--- src/hw/rtl/efr_pkg.sv ---
// Shared types and constants for the escaped frame receiver.
// Used by efr_cfg and escaped_frame_receiver; depends on nothing else.
`timescale 1ns / 1ps

package efr_pkg;

    // Largest number of data bytes kept in one frame.
    localparam int FRAME_BYTES = 128;
    // The kept-byte counter must be able to hold FRAME_BYTES itself.
    localparam int KEPT_W = $clog2(FRAME_BYTES + 1);

    // Configuration port geometry.
    localparam int APB_AW = 4;
    localparam int APB_DW = 32;

    // Register reset values.
    localparam logic [7:0] START_RST   = 8'h7b;
    localparam logic [7:0] STOP_RST    = 8'h7c;
    localparam logic [7:0] ESCAPE_RST  = 8'h7d;
    localparam logic [7:0] MAX_LEN_RST = 8'd125;

    // Register map, indexed by word address.
    typedef enum logic [1:0] {
        REG_START   = 2'd0,
        REG_STOP    = 2'd1,
        REG_ESCAPE  = 2'd2,
        REG_MAX_LEN = 2'd3
    } t_efr_reg;

    // Kind of result word.
    typedef enum logic [1:0] {
        EV_DATA    = 2'd0,
        EV_DONE    = 2'd1,
        EV_RESTART = 2'd2
    } t_efr_event;

    // Configuration handed from the register block to the parser.
    typedef struct packed {
        logic [7:0] start_byte;
        logic [7:0] stop_byte;
        logic [7:0] escape_byte;
        logic [7:0] max_body_len;
    } t_efr_cfg;

endpackage

--- src/hw/rtl/escaped_frame_receiver.sv ---
// Escaped frame receiver: removes start/stop/escape byte stuffing from a byte stream.
// Each accepted byte waits in the input register until the output register is free,
// is then parsed, and its result word is registered in the output register.
// Throughput: one byte per cycle; a held result word stalls input after one more byte.
// Reset (synchronous, active low) idles the parser, clears the count, header registers
// and valid flags, and restores the configuration defaults. Uses efr_pkg, efr_cfg.
`timescale 1ns / 1ps

module escaped_frame_receiver (
    input  logic                        i_clk,
    input  logic                        i_rst_n,
    // Configuration port
    input  logic                        psel,
    input  logic                        penable,
    input  logic                        pwrite,
    input  logic [efr_pkg::APB_AW-1:0]  paddr,
    input  logic [efr_pkg::APB_DW-1:0]  pwdata,
    output logic [efr_pkg::APB_DW-1:0]  prdata,
    output logic                        pready,
    // Received bytes
    input  logic                        s_tvalid,
    output logic                        s_tready,
    input  logic [7:0]                  s_tdata,   // [7:0] rx_byte
    // Results
    output logic                        m_tvalid,
    input  logic                        m_tready,
    // [7:0] data_value, [14:8] data_position, [22:15] frame_type,
    // [30:23] frame_flags, [38:31] body_len, [39] length_ok,
    // [47:40] bytes_received
    output logic [47:0]                 m_tdata,
    output logic [1:0]                  m_tuser    // [1:0] event_kind
);
    import efr_pkg::*;

    typedef enum logic [1:0] {
        PH_IDLE  = 2'd0,
        PH_FRAME = 2'd1,
        PH_ESC   = 2'd2
    } t_phase;

    t_efr_cfg w_cfg;

    efr_cfg u_cfg (
        .i_clk   (i_clk),
        .i_rst_n (i_rst_n),
        .psel    (psel),
        .penable (penable),
        .pwrite  (pwrite),
        .paddr   (paddr),
        .pwdata  (pwdata),
        .prdata  (prdata),
        .pready  (pready),
        .o_cfg   (w_cfg)
    );

    // Input register
    logic              r_in_valid;
    logic [7:0]        r_in_byte;

    // Parser state
    t_phase            r_phase, n_phase;
    logic [KEPT_W-1:0] r_kept, n_kept;
    logic [7:0]        r_hdr_type, n_hdr_type;
    logic [7:0]        r_hdr_config, n_hdr_config;
    logic [7:0]        r_hdr_length, n_hdr_length;

    // Output register
    logic              r_out_valid;
    t_efr_event        r_out_kind, n_out_kind;
    logic [7:0]        r_data_value, n_data_value;
    logic [6:0]        r_data_pos, n_data_pos;
    logic [7:0]        r_pkt_type, n_pkt_type;
    logic [7:0]        r_pkt_config, n_pkt_config;
    logic [7:0]        r_pay_len, n_pay_len;
    logic              r_len_ok, n_len_ok;
    logic [7:0]        r_bytes_rx, n_bytes_rx;
    logic              n_res_valid;

    logic w_out_free, w_fire;
    logic w_is_start, w_is_stop, w_is_esc;
    logic w_keep, w_room;

    // Handshake: parse when the output register can take a result.
    assign w_out_free = !r_out_valid || m_tready;
    assign w_fire     = r_in_valid && w_out_free;
    assign s_tready   = !r_in_valid || w_fire;

    // Framing byte decode with start before stop before escape.
    assign w_is_start = (r_in_byte == w_cfg.start_byte);
    assign w_is_stop  = !w_is_start && (r_in_byte == w_cfg.stop_byte);
    assign w_is_esc   = !w_is_start && !w_is_stop && (r_in_byte == w_cfg.escape_byte);
    assign w_room     = (r_kept < KEPT_W'(FRAME_BYTES));

    // Next state and result for the byte in the input register.
    always_comb begin
        n_phase      = r_phase;
        n_kept       = r_kept;
        n_hdr_type   = r_hdr_type;
        n_hdr_config = r_hdr_config;
        n_hdr_length = r_hdr_length;
        n_res_valid  = 1'b0;
        n_out_kind   = EV_DATA;
        n_data_value = 8'd0;
        n_data_pos   = 7'd0;
        n_pkt_type   = 8'd0;
        n_pkt_config = 8'd0;
        n_pay_len    = 8'd0;
        n_len_ok     = 1'b0;
        n_bytes_rx   = 8'd0;
        w_keep       = 1'b0;

        unique case (r_phase)
            PH_FRAME: begin
                if (w_is_start) begin
                    n_kept      = '0;
                    n_res_valid = 1'b1;
                    n_out_kind  = EV_RESTART;
                end else if (w_is_stop) begin
                    n_phase      = PH_IDLE;
                    n_res_valid  = 1'b1;
                    n_out_kind   = EV_DONE;
                    n_pkt_type   = r_hdr_type;
                    n_pkt_config = r_hdr_config;
                    n_pay_len    = r_hdr_length;
                    n_len_ok     = (r_hdr_length <= w_cfg.max_body_len);
                    n_bytes_rx   = 8'(r_kept);
                end else if (w_is_esc) begin
                    n_phase = PH_ESC;
                end else begin
                    w_keep = 1'b1;
                end
            end
            PH_ESC: begin
                // Only a framing byte is taken as data after an escape.
                n_phase = PH_FRAME;
                w_keep  = w_is_start || w_is_stop || w_is_esc;
            end
            default: begin
                // Idle, and the unused phase code behaves the same.
                n_phase = PH_IDLE;
                if (w_is_start) begin
                    n_kept  = '0;
                    n_phase = PH_FRAME;
                end
            end
        endcase

        // Keep a data byte while the frame has room.
        if (w_keep && w_room) begin
            if (r_kept == KEPT_W'(0)) begin
                n_hdr_type = r_in_byte;
            end else if (r_kept == KEPT_W'(1)) begin
                n_hdr_config = r_in_byte;
            end else if (r_kept == KEPT_W'(2)) begin
                n_hdr_length = r_in_byte;
            end
            n_kept       = r_kept + KEPT_W'(1);
            n_res_valid  = 1'b1;
            n_out_kind   = EV_DATA;
            n_data_value = r_in_byte;
            n_data_pos   = 7'(r_kept);
        end
    end

    // State, input register and output register.
    always_ff @(posedge i_clk) begin
        if (!i_rst_n) begin
            r_in_valid   <= 1'b0;
            r_phase      <= PH_IDLE;
            r_kept       <= '0;
            r_hdr_type   <= 8'd0;
            r_hdr_config <= 8'd0;
            r_hdr_length <= 8'd0;
            r_out_valid  <= 1'b0;
        end else begin
            if (s_tready) begin
                r_in_valid <= s_tvalid;
            end
            if (w_fire) begin
                r_phase      <= n_phase;
                r_kept       <= n_kept;
                r_hdr_type   <= n_hdr_type;
                r_hdr_config <= n_hdr_config;
                r_hdr_length <= n_hdr_length;
            end
            if (w_out_free) begin
                r_out_valid <= w_fire && n_res_valid;
            end
        end
        // Payload registers need no reset.
        if (s_tvalid && s_tready) begin
            r_in_byte <= s_tdata;
        end
        if (w_fire && n_res_valid) begin
            r_out_kind   <= n_out_kind;
            r_data_value <= n_data_value;
            r_data_pos   <= n_data_pos;
            r_pkt_type   <= n_pkt_type;
            r_pkt_config <= n_pkt_config;
            r_pay_len    <= n_pay_len;
            r_len_ok     <= n_len_ok;
            r_bytes_rx   <= n_bytes_rx;
        end
    end

    assign m_tvalid = r_out_valid;
    assign m_tuser  = r_out_kind;
    assign m_tdata  = {r_bytes_rx, r_len_ok, r_pay_len, r_pkt_config,
                       r_pkt_type, r_data_pos, r_data_value};

`ifndef NO_ASSERTIONS
    // The kept-byte count saturates at the frame size.
    a_kept_bound: assert property (@(posedge i_clk) disable iff (!i_rst_n)
        r_kept <= KEPT_W'(FRAME_BYTES))
        else $error("kept-byte count exceeds frame size");

    // The count only steps up by one or restarts from zero.
    a_kept_step: assert property (@(posedge i_clk) disable iff (!i_rst_n)
        (r_kept != $past(r_kept)) |->
            (r_kept == $past(r_kept) + KEPT_W'(1)) || (r_kept == '0))
        else $error("kept-byte count jumped");

    // A frame-complete word reports the length check against the limit.
    a_len_ok: assert property (@(posedge i_clk) disable iff (!i_rst_n)
        (r_out_valid && r_out_kind == EV_DONE) |->
            (r_len_ok == (r_pay_len <= w_cfg.max_body_len)))
        else $error("length_ok disagrees with length limit");

    // A data word carries a position below the frame size.
    a_data_pos: assert property (@(posedge i_clk) disable iff (!i_rst_n)
        (w_fire && n_res_valid && n_out_kind == EV_DATA) |-> w_room)
        else $error("data word produced with a full frame");
`endif

endmodule

--- src/hw/rtl/efr_cfg.sv ---
// APB-style configuration registers of the escaped frame receiver.
// Depends on efr_pkg for the register map, reset values and config struct.
`timescale 1ns / 1ps

module efr_cfg (
    input  logic                        i_clk,
    input  logic                        i_rst_n,
    input  logic                        psel,
    input  logic                        penable,
    input  logic                        pwrite,
    input  logic [efr_pkg::APB_AW-1:0]  paddr,
    input  logic [efr_pkg::APB_DW-1:0]  pwdata,
    output logic [efr_pkg::APB_DW-1:0]  prdata,
    output logic                        pready,
    output efr_pkg::t_efr_cfg           o_cfg
);
    import efr_pkg::*;

    t_efr_cfg r_cfg;
    t_efr_reg w_reg;
    logic     w_write;

    assign pready  = 1'b1;
    assign w_reg   = t_efr_reg'(paddr[3:2]);
    assign w_write = psel && penable && pwrite && pready;

    // Register writes on the access cycle.
    always_ff @(posedge i_clk) begin
        if (!i_rst_n) begin
            r_cfg.start_byte   <= START_RST;
            r_cfg.stop_byte    <= STOP_RST;
            r_cfg.escape_byte  <= ESCAPE_RST;
            r_cfg.max_body_len <= MAX_LEN_RST;
        end else if (w_write) begin
            unique case (w_reg)
                REG_START:   r_cfg.start_byte   <= pwdata[7:0];
                REG_STOP:    r_cfg.stop_byte    <= pwdata[7:0];
                REG_ESCAPE:  r_cfg.escape_byte  <= pwdata[7:0];
                REG_MAX_LEN: r_cfg.max_body_len <= pwdata[7:0];
            endcase
        end
    end

    // Read-back mux.
    always_comb begin
        unique case (w_reg)
            REG_START:   prdata = APB_DW'(r_cfg.start_byte);
            REG_STOP:    prdata = APB_DW'(r_cfg.stop_byte);
            REG_ESCAPE:  prdata = APB_DW'(r_cfg.escape_byte);
            REG_MAX_LEN: prdata = APB_DW'(r_cfg.max_body_len);
        endcase
    end

    assign o_cfg = r_cfg;

endmodule
--- config.mk ---
export PLATFORM = sky130hd
export DESIGN_NAME = escaped_frame_receiver
export DESIGN_NICKNAME = d
export VERILOG_FILES = /design/src/hw/rtl/efr_pkg.sv /design/src/hw/rtl/escaped_frame_receiver.sv /design/src/hw/rtl/efr_cfg.sv
export SDC_FILE = /design/constraint.sdc
export NUM_CORES = 1
export LEC_CHECK = 0
export BUFFER_PORTS_ARGS = -buffer_cell sky130_fd_sc_hd__buf_2
export CORE_ASPECT_RATIO = 1.2
export CORE_MARGIN = 3
export CORE_UTILIZATION = 25
export DETAILED_ROUTE_END_ITERATION = 10
export MAX_ROUTING_LAYER = met4
export PLACE_DENSITY_LB_ADDON = 0.05
export SETUP_SLACK_MARGIN = 0.1
export SLEW_MARGIN = 20
export SYNTH_ARGS = -nofsm -noshare
export SYNTH_HDL_FRONTEND = slang
export SYNTH_SLANG_ARGS = --single-unit
--- constraint.sdc ---
create_clock -name i_clk -period 7.04 [get_ports i_clk]
set_input_delay 0.704 -clock i_clk [delete_from_list [all_inputs] [get_ports i_clk]]
set_output_delay 0.704 -clock i_clk [all_outputs]
set_load 0.01 [all_outputs]
**Yosys cells after proc, flatten, opt, wreduce, memory -nomap -nowiden**

Cells that the tools add are included.

- Bits in registers: 126
- Bits of input ports: 51
- Output and inout port bits: 85
- Logic and storage cells: 92

- $add $sub $neg: 1
- $lt $le $gt $ge: 2
- Equal/unequal tests: 13
- Muxes and demuxes: 19
- Bitwise logic cells: 4
- Reductions and logical operators: 32

Operators with widths:

| cell | count |
|---|---|
| $pmux W32 S4 | 1 |
| $eq A8 B8 Y1 | 3 |
| $mux W8 | 3 |
| $logic_and A1 B1 Y1 | 9 |
| $mux W1 | 9 |
| $reduce_and A3 Y1 | 3 |
| $add A8 B1 Y8 const B | 1 |
| $eq A8 B1 Y1 const B | 1 |
| $eq A8 B2 Y1 const B | 1 |
| $le A8 B8 Y1 | 1 |
| $logic_not A8 Y1 | 1 |
| $lt A8 B8 Y1 const B | 1 |
| $mux W2 | 4 |
| $reduce_and A2 Y1 | 4 |
| $eq A2 B2 Y1 const B | 3 |
| $reduce_or A3 Y1 | 2 |
| $reduce_and A5 Y1 | 1 |
| $eq A2 B1 Y1 const B | 2 |
| $logic_not A1 Y1 | 4 |
| $logic_or A1 B1 Y1 | 4 |
| $ne A2 B2 Y1 const B | 2 |
| $not A1 Y1 | 4 |
| $pmux W2 S2 | 1 |
| $reduce_and A4 Y1 | 1 |
| 5 further kinds | 5 |

**Depth between registers and ports, before layout**

Gate-level depths: netlist of run 1.

- Word-level depth: 13
- Mapped depth: 8
- Depth with buffers taken out: 8

**Modules after synthesis**

Synthesis of run 1 repeated with hierarchy kept, for this count alone.

- Cells, all modules: 560
- Area total of the unflattened synthesis: 6209.7 µm²

Modules (own cells, without submodules):

| module | times used | cells each | area an instance (µm²) | sequential area each (µm²) |
|---|---|---|---|---|
| escaped_frame_receiver | 1 | 401 | 4496.8 | 2462.4 |
| efr_cfg | 1 | 159 | 1712.9 | 640.6 |

**Worst setup path before layout of run 1**

No wires, ideal clock.

- Path type: register to register
- From: reg r_in_byte[5]
- To: reg r_out_kind[0], in the netlist m_tuser[0], enable pin
- Library setup time: 0.474 ns
- Data arrival time: 4.339 ns
- Data required time: 6.566 ns
- Path slack: 2.227 ns
- Cell stages (with the launch flop): 9
- Buffers on the path: 2
- Period minus slack after synthesis: 4.813 ns
- Path through: edfxtp_1 > xor2_1 > nor4_2 > a2bb2oi_2 > and2_4 > buf_6 > mux2_4 > buf_6 > a21oi_1

- Longest elaborated chain between the ends: 13
- Elaborated cells between the ends (all ways): 20
- Classes of those cells: 3 x eq/ne; 8 x mux; 9 x reduce/logical

Ends and longest elaborated chain:

| item | line | source |
|---|---|---|
| start: declaration | escaped_frame_receiver.sv:58 | `logic [7:0] r_in_byte;` |
| start signal: assignment | escaped_frame_receiver.sv:192 | `r_in_byte <= s_tdata;` |
| $eq A8 B8 Y1 | escaped_frame_receiver.sv:89 | `assign w_is_start = (r_in_byte == w_cfg.start_byte);` |
| $logic_not A1 Y1 | escaped_frame_receiver.sv:90, escaped_frame_receiver.sv:91 |  |
| $logic_and A1 B1 Y1 | escaped_frame_receiver.sv:90 | `assign w_is_stop = !w_is_start && (r_in_byte == w_cfg.stop_byte);` |
| $logic_not A1 Y1 | escaped_frame_receiver.sv:91 | `assign w_is_esc = !w_is_start && !w_is_stop && (r_in_byte == w_cfg.escape_byte);` |
| $logic_and A1 B1 Y1 (2 in a row) | escaped_frame_receiver.sv:91 |  |
| $mux W1 | escaped_frame_receiver.sv:127 | `end else if (w_is_esc) begin` |
| $mux W1 | escaped_frame_receiver.sv:118 | `end else if (w_is_stop) begin` |
| $mux W1 | escaped_frame_receiver.sv:114 | `if (w_is_start) begin` |
| $pmux W1 S2 | escaped_frame_receiver.sv:112 | `unique case (r_phase)` |
| $logic_and A1 B1 Y1 | escaped_frame_receiver.sv:149 | `if (w_keep && w_room) begin` |
| $mux W1 * | escaped_frame_receiver.sv:149 |  |
| $logic_and A1 B1 Y1 * | escaped_frame_receiver.sv:194 | `if (w_fire && n_res_valid) begin` |
| end signal: assignment | escaped_frame_receiver.sv:195 | `r_out_kind <= n_out_kind;` |
| end: declaration | escaped_frame_receiver.sv:69 | `t_efr_event r_out_kind, n_out_kind;` |

Every way passes the cells marked *; elsewhere a longest branch is shown, timed or not.
A chain may end at the register's enable or synchronous reset.

**Worst setup path in the final report of run 1**

- From: reg r_in_byte[4]
- To: reg r_len_ok, enable pin

- Longest elaborated chain between the ends: 13
- Elaborated cells between the ends (all ways): 20
- Classes of those cells: 3 x eq/ne; 8 x mux; 9 x reduce/logical

Ends and longest elaborated chain:

| item | line | source |
|---|---|---|
| $eq A8 B8 Y1 | escaped_frame_receiver.sv:89 |  |
| $logic_not A1 Y1 | escaped_frame_receiver.sv:90, escaped_frame_receiver.sv:91 |  |
| $logic_and A1 B1 Y1 | escaped_frame_receiver.sv:90 |  |
| $logic_not A1 Y1 | escaped_frame_receiver.sv:91 |  |
| $logic_and A1 B1 Y1 (2 in a row) | escaped_frame_receiver.sv:91 |  |
| $mux W1 | escaped_frame_receiver.sv:127 |  |
| $mux W1 | escaped_frame_receiver.sv:118 |  |
| $mux W1 | escaped_frame_receiver.sv:114 |  |
| $pmux W1 S2 | escaped_frame_receiver.sv:112 |  |
| $logic_and A1 B1 Y1 | escaped_frame_receiver.sv:149 |  |
| $mux W1 * | escaped_frame_receiver.sv:149 |  |
| $logic_and A1 B1 Y1 * | escaped_frame_receiver.sv:194 |  |
| end signal: assignment | escaped_frame_receiver.sv:201 | `r_len_ok <= n_len_ok;` |
| end: declaration | escaped_frame_receiver.sv:75 | `logic r_len_ok, n_len_ok;` |

Marked as above.

==> results.cfg, run 1 <==
[setup_path]
r2r_end = r_len_ok$_SDFFCE_PP0P_
crit_path_max_fanout = 50
crit_required_ps = 7080
path_cells = xnor2_1 -> nand4_1 -> a2bb2oi_2 -> and2_4 -> mux2_4 -> a21oi_4 -> buf_4
cpMaxStageDelayCell = edfxtp_1
ff2ff_path_depth = 7
reg2reg_slack_ps = 3840
timing_worst_setup_path_type = register to register
max_stage_delay_ps = 520
cp-end-kind = register
cp.arrival_ps = 3240
reg2reg_from = r_in_byte[4]$_DFFE_PP_
crit_path_start_kind = register

[cts]
post_cts_buffers = 0
cts_root_buffer = clkbuf_16
cts_sinks = 126
cts_hold_buf = 0
tritoncts = built
insertion_delay_ps = 420
path_clk_slew_ps = 60
ctsHtreeMaxLevel = 4
numCtsBuffers = 17
post_cts_resized = 0
clk_path_buf_depth = 2

[layout]
nNetsFinal = 692
instances_no_fill = 955
drive_above_1_share = 0.228
area_growth_syn_to_layout_pct = 21.6
n_antenna_cell = 0

[detailed_routing]
drt-vias-per-instance = 4.30
ant_nets = 0
wl_per_cell_um = 16.5
drt_wl_total_mm = 15.8
post-route-drc-count = 0
first_pass_iters = 4
vias = 4105
drt-initial-drc-count = 127

[synthesis]
yosysSeqAreaShare = 0.523
ys_top_cells_by_count = nand2_1 (80), dfxtp_1 (68), edfxtp_1 (58)
syn_avg_cell_area_um2 = 11.0
ys_ff_latch = 126
yosys_warnings = 0
synth_area_leaders = edfxtp_1 (29%), dfxtp_1 (23%), mux2i_1 (6.9%)
async_reset_ff_frac = 0
synth_area_um2 = 5930
yosysTopAreaCellShare = 0.294
synthDistinctLibCells = 50
yosysMostFrequentCell = nand2_1
synth_ff_type = dfxtp_1
yosys.area.top_type = edfxtp_1
syn_inst = 541
synth_edf_count = 58

[worst_hold_path]
min_path_type = register to register
hold_path_depth = 2
min_to = r_hdr_type[3]$_SDFFE_PN0P_
hold_start = r_hdr_type[3]$_SDFFE_PN0P_

[sta]
grt_setup_unrepaired = false
skew_ps = 12.6
layout_min_cycle_time_ps = 3200
slew_violations = 0
fmax_ghz = 0.313
hold_viol_final = 0
setup_viol = 0
worst_pin_slew_ps = 841
fin_setup_tns_ps = 0
fin_crit_sh = 0.454
relSlewSlack = 0.439

[placement]
dp_cells = 923
io_buffers = 84
hpwl_mm = 11.2
gp_congestion = 0.756

[global_routing]
grt_pass1_vias = 4213
grt_max_degree = 81
antenna_found_initial = 0
grt_pass1_wl_mm = 24.7
grt_util_all_layers = 0.129
grt_overflow = 0

[floorplanning]
die_area_um2 = 25600
start_util = 0.255
die_w_um = 147
core_um2 = 23300
boundaryPins = 136
fp.dieH_um = 175
rows = 61

[power]
ir_drop_v = 0.000161
p_per_area_nw_per_um2 = 245
p_leak_nw = 2.85

[outcome]
status = complete, no violations

[job]
max_cap_viol_count = 0
metrics by stage:
step | setup slack (ps) | area, um^2 | utilization | hold WS, ps | power, mW
6_report | 3840 | 7210 | 0.310 | 455 | 1.77
5_1_grt | 3650 | 7210 | 0.310 | 449 | 1.84
3_5_place_dp | 3800 | 6600 | 0.284 | 444 | 0.869
3_3_place_gp | 3820 | 6600 | 0.284 | 443 | 0.869
4_1_cts | 3790 | 7210 | 0.310 | 449 | 1.80
2_1_floorplan | 2230 | 6020 | - | 430 | 0.849
layout make-up:
| type | instances | area [um^2] |
|---|---|---|
| inverter | 17 | 63.8 |
| multi-input combinational | 376 | 2580 |
| clock inverter | 15 | 186 |
| tap | 315 | 394 |
| clock buffer | 17 | 425 |
| sequential | 126 | 3100 |
| timing repair buffer | 89 | 458 |
| fill | 2446 | 16100 |
state kept, by name, summed over array words and instances, names as in the netlist, 7 cells and up:
name          flops
r_hdr_length      8
r_hdr_type        8
r_hdr_config      8
r_data_value      8
r_bytes_rx        8
r_data_pos        7
r_pkt_type        8
u_cfg.o_cfg      32
r_pkt_config      8
r_pay_len         8
r_in_byte         8
r_kept            8
critical path: cells and delay by family (launching register included):
family                    cells  cell delay [ps]
AOI/OAI and AO/OA             2              550
xor gates and xnor gates      1              190
buffers and inverters         1              520
DFF                           1              520
muxes                         1              440
and+or+nand+nor               2              530
logic make-up after synthesis:
kind of cell / share of synthesized area
simple gates: 0.185
compound gates: 0.0512
buf+inv: 0.0582
other cells: 0.00127
fa+ha+maj: 0.0295
mux: 0.115
flops: 0.523
xor+xnor: 0.0369
power by group:
group | total (mW) | internal (mW) | switching, mW
sequential | 0.779 | 0.769 | 0.0105
combinational | 0.0723 | 0.0266 | 0.0457
clock | 0.914 | 0.563 | 0.351
total | 1.77 | 1.36 | 0.407
how the worst max path moves through the flow:
| stage | startpoint | end |
|---|---|---|
| after floorplan | r_in_byte[5]$_DFFE_PP_ | m_tuser[0]$_SDFFCE_PP0P_ |
| after global placement | r_in_byte[4]$_DFFE_PP_ | r_len_ok$_SDFFCE_PP0P_ |
| after detailed placement | r_in_byte[4]$_DFFE_PP_ | r_pay_len[5]$_SDFFCE_PP0P_ |
| after CTS | r_in_byte[4]$_DFFE_PP_ | r_pay_len[5]$_SDFFCE_PP0P_ |
| after global routing | r_in_byte[4]$_DFFE_PP_ | r_pay_len[2]$_SDFFCE_PP0P_ |
| final | r_in_byte[4]$_DFFE_PP_ | r_len_ok$_SDFFCE_PP0P_ |
metal layers:
metal	vias up	GRT usage	routed length, um
li1	2009	-	-
met1	1991	0.161	7250
met2	96	0.209	7750
met3	9	0.0309	637
met4	0	0.0341	123
met5	-	-	0
placed cells by master (no fill, tap or decap), types with 17 or more instances in the layout:
| master | synthesis | final |
|---|---|---|
| clkbuf_16 | 0 | 17 |
| inv_1 | 17 | 17 |
| buf_2 | 0 | 84 |
| dfxtp_1 | 68 | 68 |
| conb_1 | 2 | 25 |
| nand2_1 | 80 | 80 |
| mux2i_1 | 41 | 41 |
| and2_1 | 35 | 35 |
| edfxtp_1 | 58 | 58 |
| nand3_1 | 31 | 31 |
(Power assumes the default switching activity.)
==> run 2, diff against run 1 <==
- clock period: 7.04 -> 2.7 ns (I/O delays scaled with it)
==> run 2 against run 1 <==
Die area unchanged. Register-to-register slack got worse by 3600 ps. Global-route usage about the same. Sequential share of layout area decreased by 1.4 points. Clock power increased to 2.6 times the previous value. Critical path depth increased by 1. Final cell count increased by 2.4%. Critical endpoint is now r_bytes_rx[1]$_SDFFCE_PP0P_. Highest routed layer unchanged.
==> results.cfg, run 2 (synthesis gave the netlist of run 1 again) <==
[sta]
hold_viol_final = 0
layout_min_cycle_time_ps = 2480
grt_setup_unrepaired = false
fin_crit_sh = 0.917
fmax_ghz = 0.404
setup_viol = 0
slew_violations = 0
worst_pin_slew_ps = 567
relSlewSlack = 0.611
skew_ps = 11.2

[floorplanning]
die_area_um2 = 25600
boundaryPins = 136
die_w_um = 147
start_util = 0.255
fp.dieH_um = 175
core_um2 = 23300
rows = 61

[layout]
nNetsFinal = 715
fin_util = 0.321
largest_register_ffs = 32
final_common_cell = buf_2
design_area_um2 = 7460
area_growth_syn_to_layout_pct = 25.7
drive_above_1_share = 0.255
final_cell_mix = buf_2 (84), nand2_1 (80), dfxtp_1 (68)
n_antenna_cell = 0

[setup_path]
crit_path_max_fanout = 12
crit_path_start_kind = register
crit_required_ps = 2830
cp-end-kind = register
r2r_end = r_bytes_rx[1]$_SDFFCE_PP0P_
ff2ff_path_depth = 8
cp.arrival_ps = 2610
timing_worst_setup_path_type = register to register
crit_start = r_in_byte[0]$_DFFE_PP_
reg2reg_slack_ps = 220
reg2reg_from = r_in_byte[0]$_DFFE_PP_

[cts]
cts_hold_buf = 0
tritoncts = built
insertion_delay_ps = 420
path_clk_slew_ps = 60
clk_path_buf_depth = 2
ctsHtreeMaxLevel = 4
post_cts_resized = 0
cts_root_buffer = clkbuf_16
cts_sinks = 126
numCtsBuffers = 17

[global_routing]
grt_overflow = 0
antenna_found_initial = 0
grt_util_all_layers = 0.128
grt_pass1_wl_mm = 24.9
grt_pass1_vias = 4278
grt_max_degree = 66

[placement]
post_dp_cell_area_um2 = 6780
hpwl_mm = 11.5
io_buffers = 84
gp_congestion = 0.783

[detailed_routing]
drt-initial-drc-count = 148
drt-vias-per-instance = 4.27
post-route-drc-count = 0
ant_nets = 0
wl_per_cell_um = 16.5
vias = 4176
first_pass_iters = 4
drt_wl_total_mm = 16.2

[worst_hold_path]
hold_start = s_tdata[7]
min_path_type = input pin to register
hold_path_depth = 1
min_to = r_in_byte[7]$_DFFE_PP_

[power]
p_per_area_nw_per_um2 = 616
p_leak_nw = 2.99
ir_drop_v = 0.000433
power_mw = 4.59

[job]
max_cap_viol_count = 0

[outcome]
status = complete, no violations
[run 2: layout make-up]
cell class | count | area, um^2
clock buffer | 17 | 425
clock inverter | 15 | 178
fill | 2378 | 15800
inverter | 17 | 63.8
multi-input combinational | 376 | 2580
sequential | 126 | 3100
tap | 315 | 394
timing repair buffer | 112 | 714
[run 2: power by group]
part | switching, mW | internal (mW) | total (mW)
Clock | 0.967 | 1.39 | 2.36
Sequential | 0.0242 | 2.00 | 2.03
Combinational | 0.124 | 0.0786 | 0.203
[run 2: critical path, stage by stage (launching register included)]
cell and delay [ps]:
edfxtp_1 510, xnor2_1 220, nand4_1 160, or2_2 320, and2_4 170, mux2_4 310
a21oi_4 150, buf_4 170, buf_6 180
[run 2: worst max-delay path by stage]
stage	endpoint	slack [ps]	cells past startpoint
6_report	r_bytes_rx[1]$_SDFFCE_PP0P_	220	8
5_1_grt	r_bytes_rx[1]$_SDFFCE_PP0P_	100	8
4_1_cts	r_pkt_type[6]$_SDFFCE_PP0P_	140	7
3_5_place_dp	r_len_ok$_SDFFCE_PP0P_	140	7
3_3_place_gp	r_len_ok$_SDFFCE_PP0P_	210	7
2_1_floorplan	m_tuser[0]$_SDFFCE_PP0P_	-430	8
[run 2: stage by stage]
step           std cells  hold slack [ps]  setup slack, ps  TNS, ps
6_report             978             24.8              223        0
3_5_place_dp         939              443              140        0
3_3_place_gp         939              441              209        0
2_1_floorplan        564              369             -432   -21610
5_1_grt              978             9.69              101        0
4_1_cts              971            0.338              135        0
[run 2: per-layer routing]
metal / global-route usage / wire length, um / vias to the layer above / part of all wire
met1: 0.164 / 7490 / 2003 / 0.46
met5: - / 0 / - / 0
met4: 0.0463 / 299 / 0 / 0.018
li1: - / - / 2053 / -
met2: 0.202 / 7770 / 101 / 0.48
met3: 0.0267 / 626 / 19 / 0.039
[run 2: what timing repair did]
action / 4_1_cts / 5_1_grt
hold endpoints to repair: 0 / 0
setup buffers: 0 / 5
endpoints found under the setup margin: 0 / 50
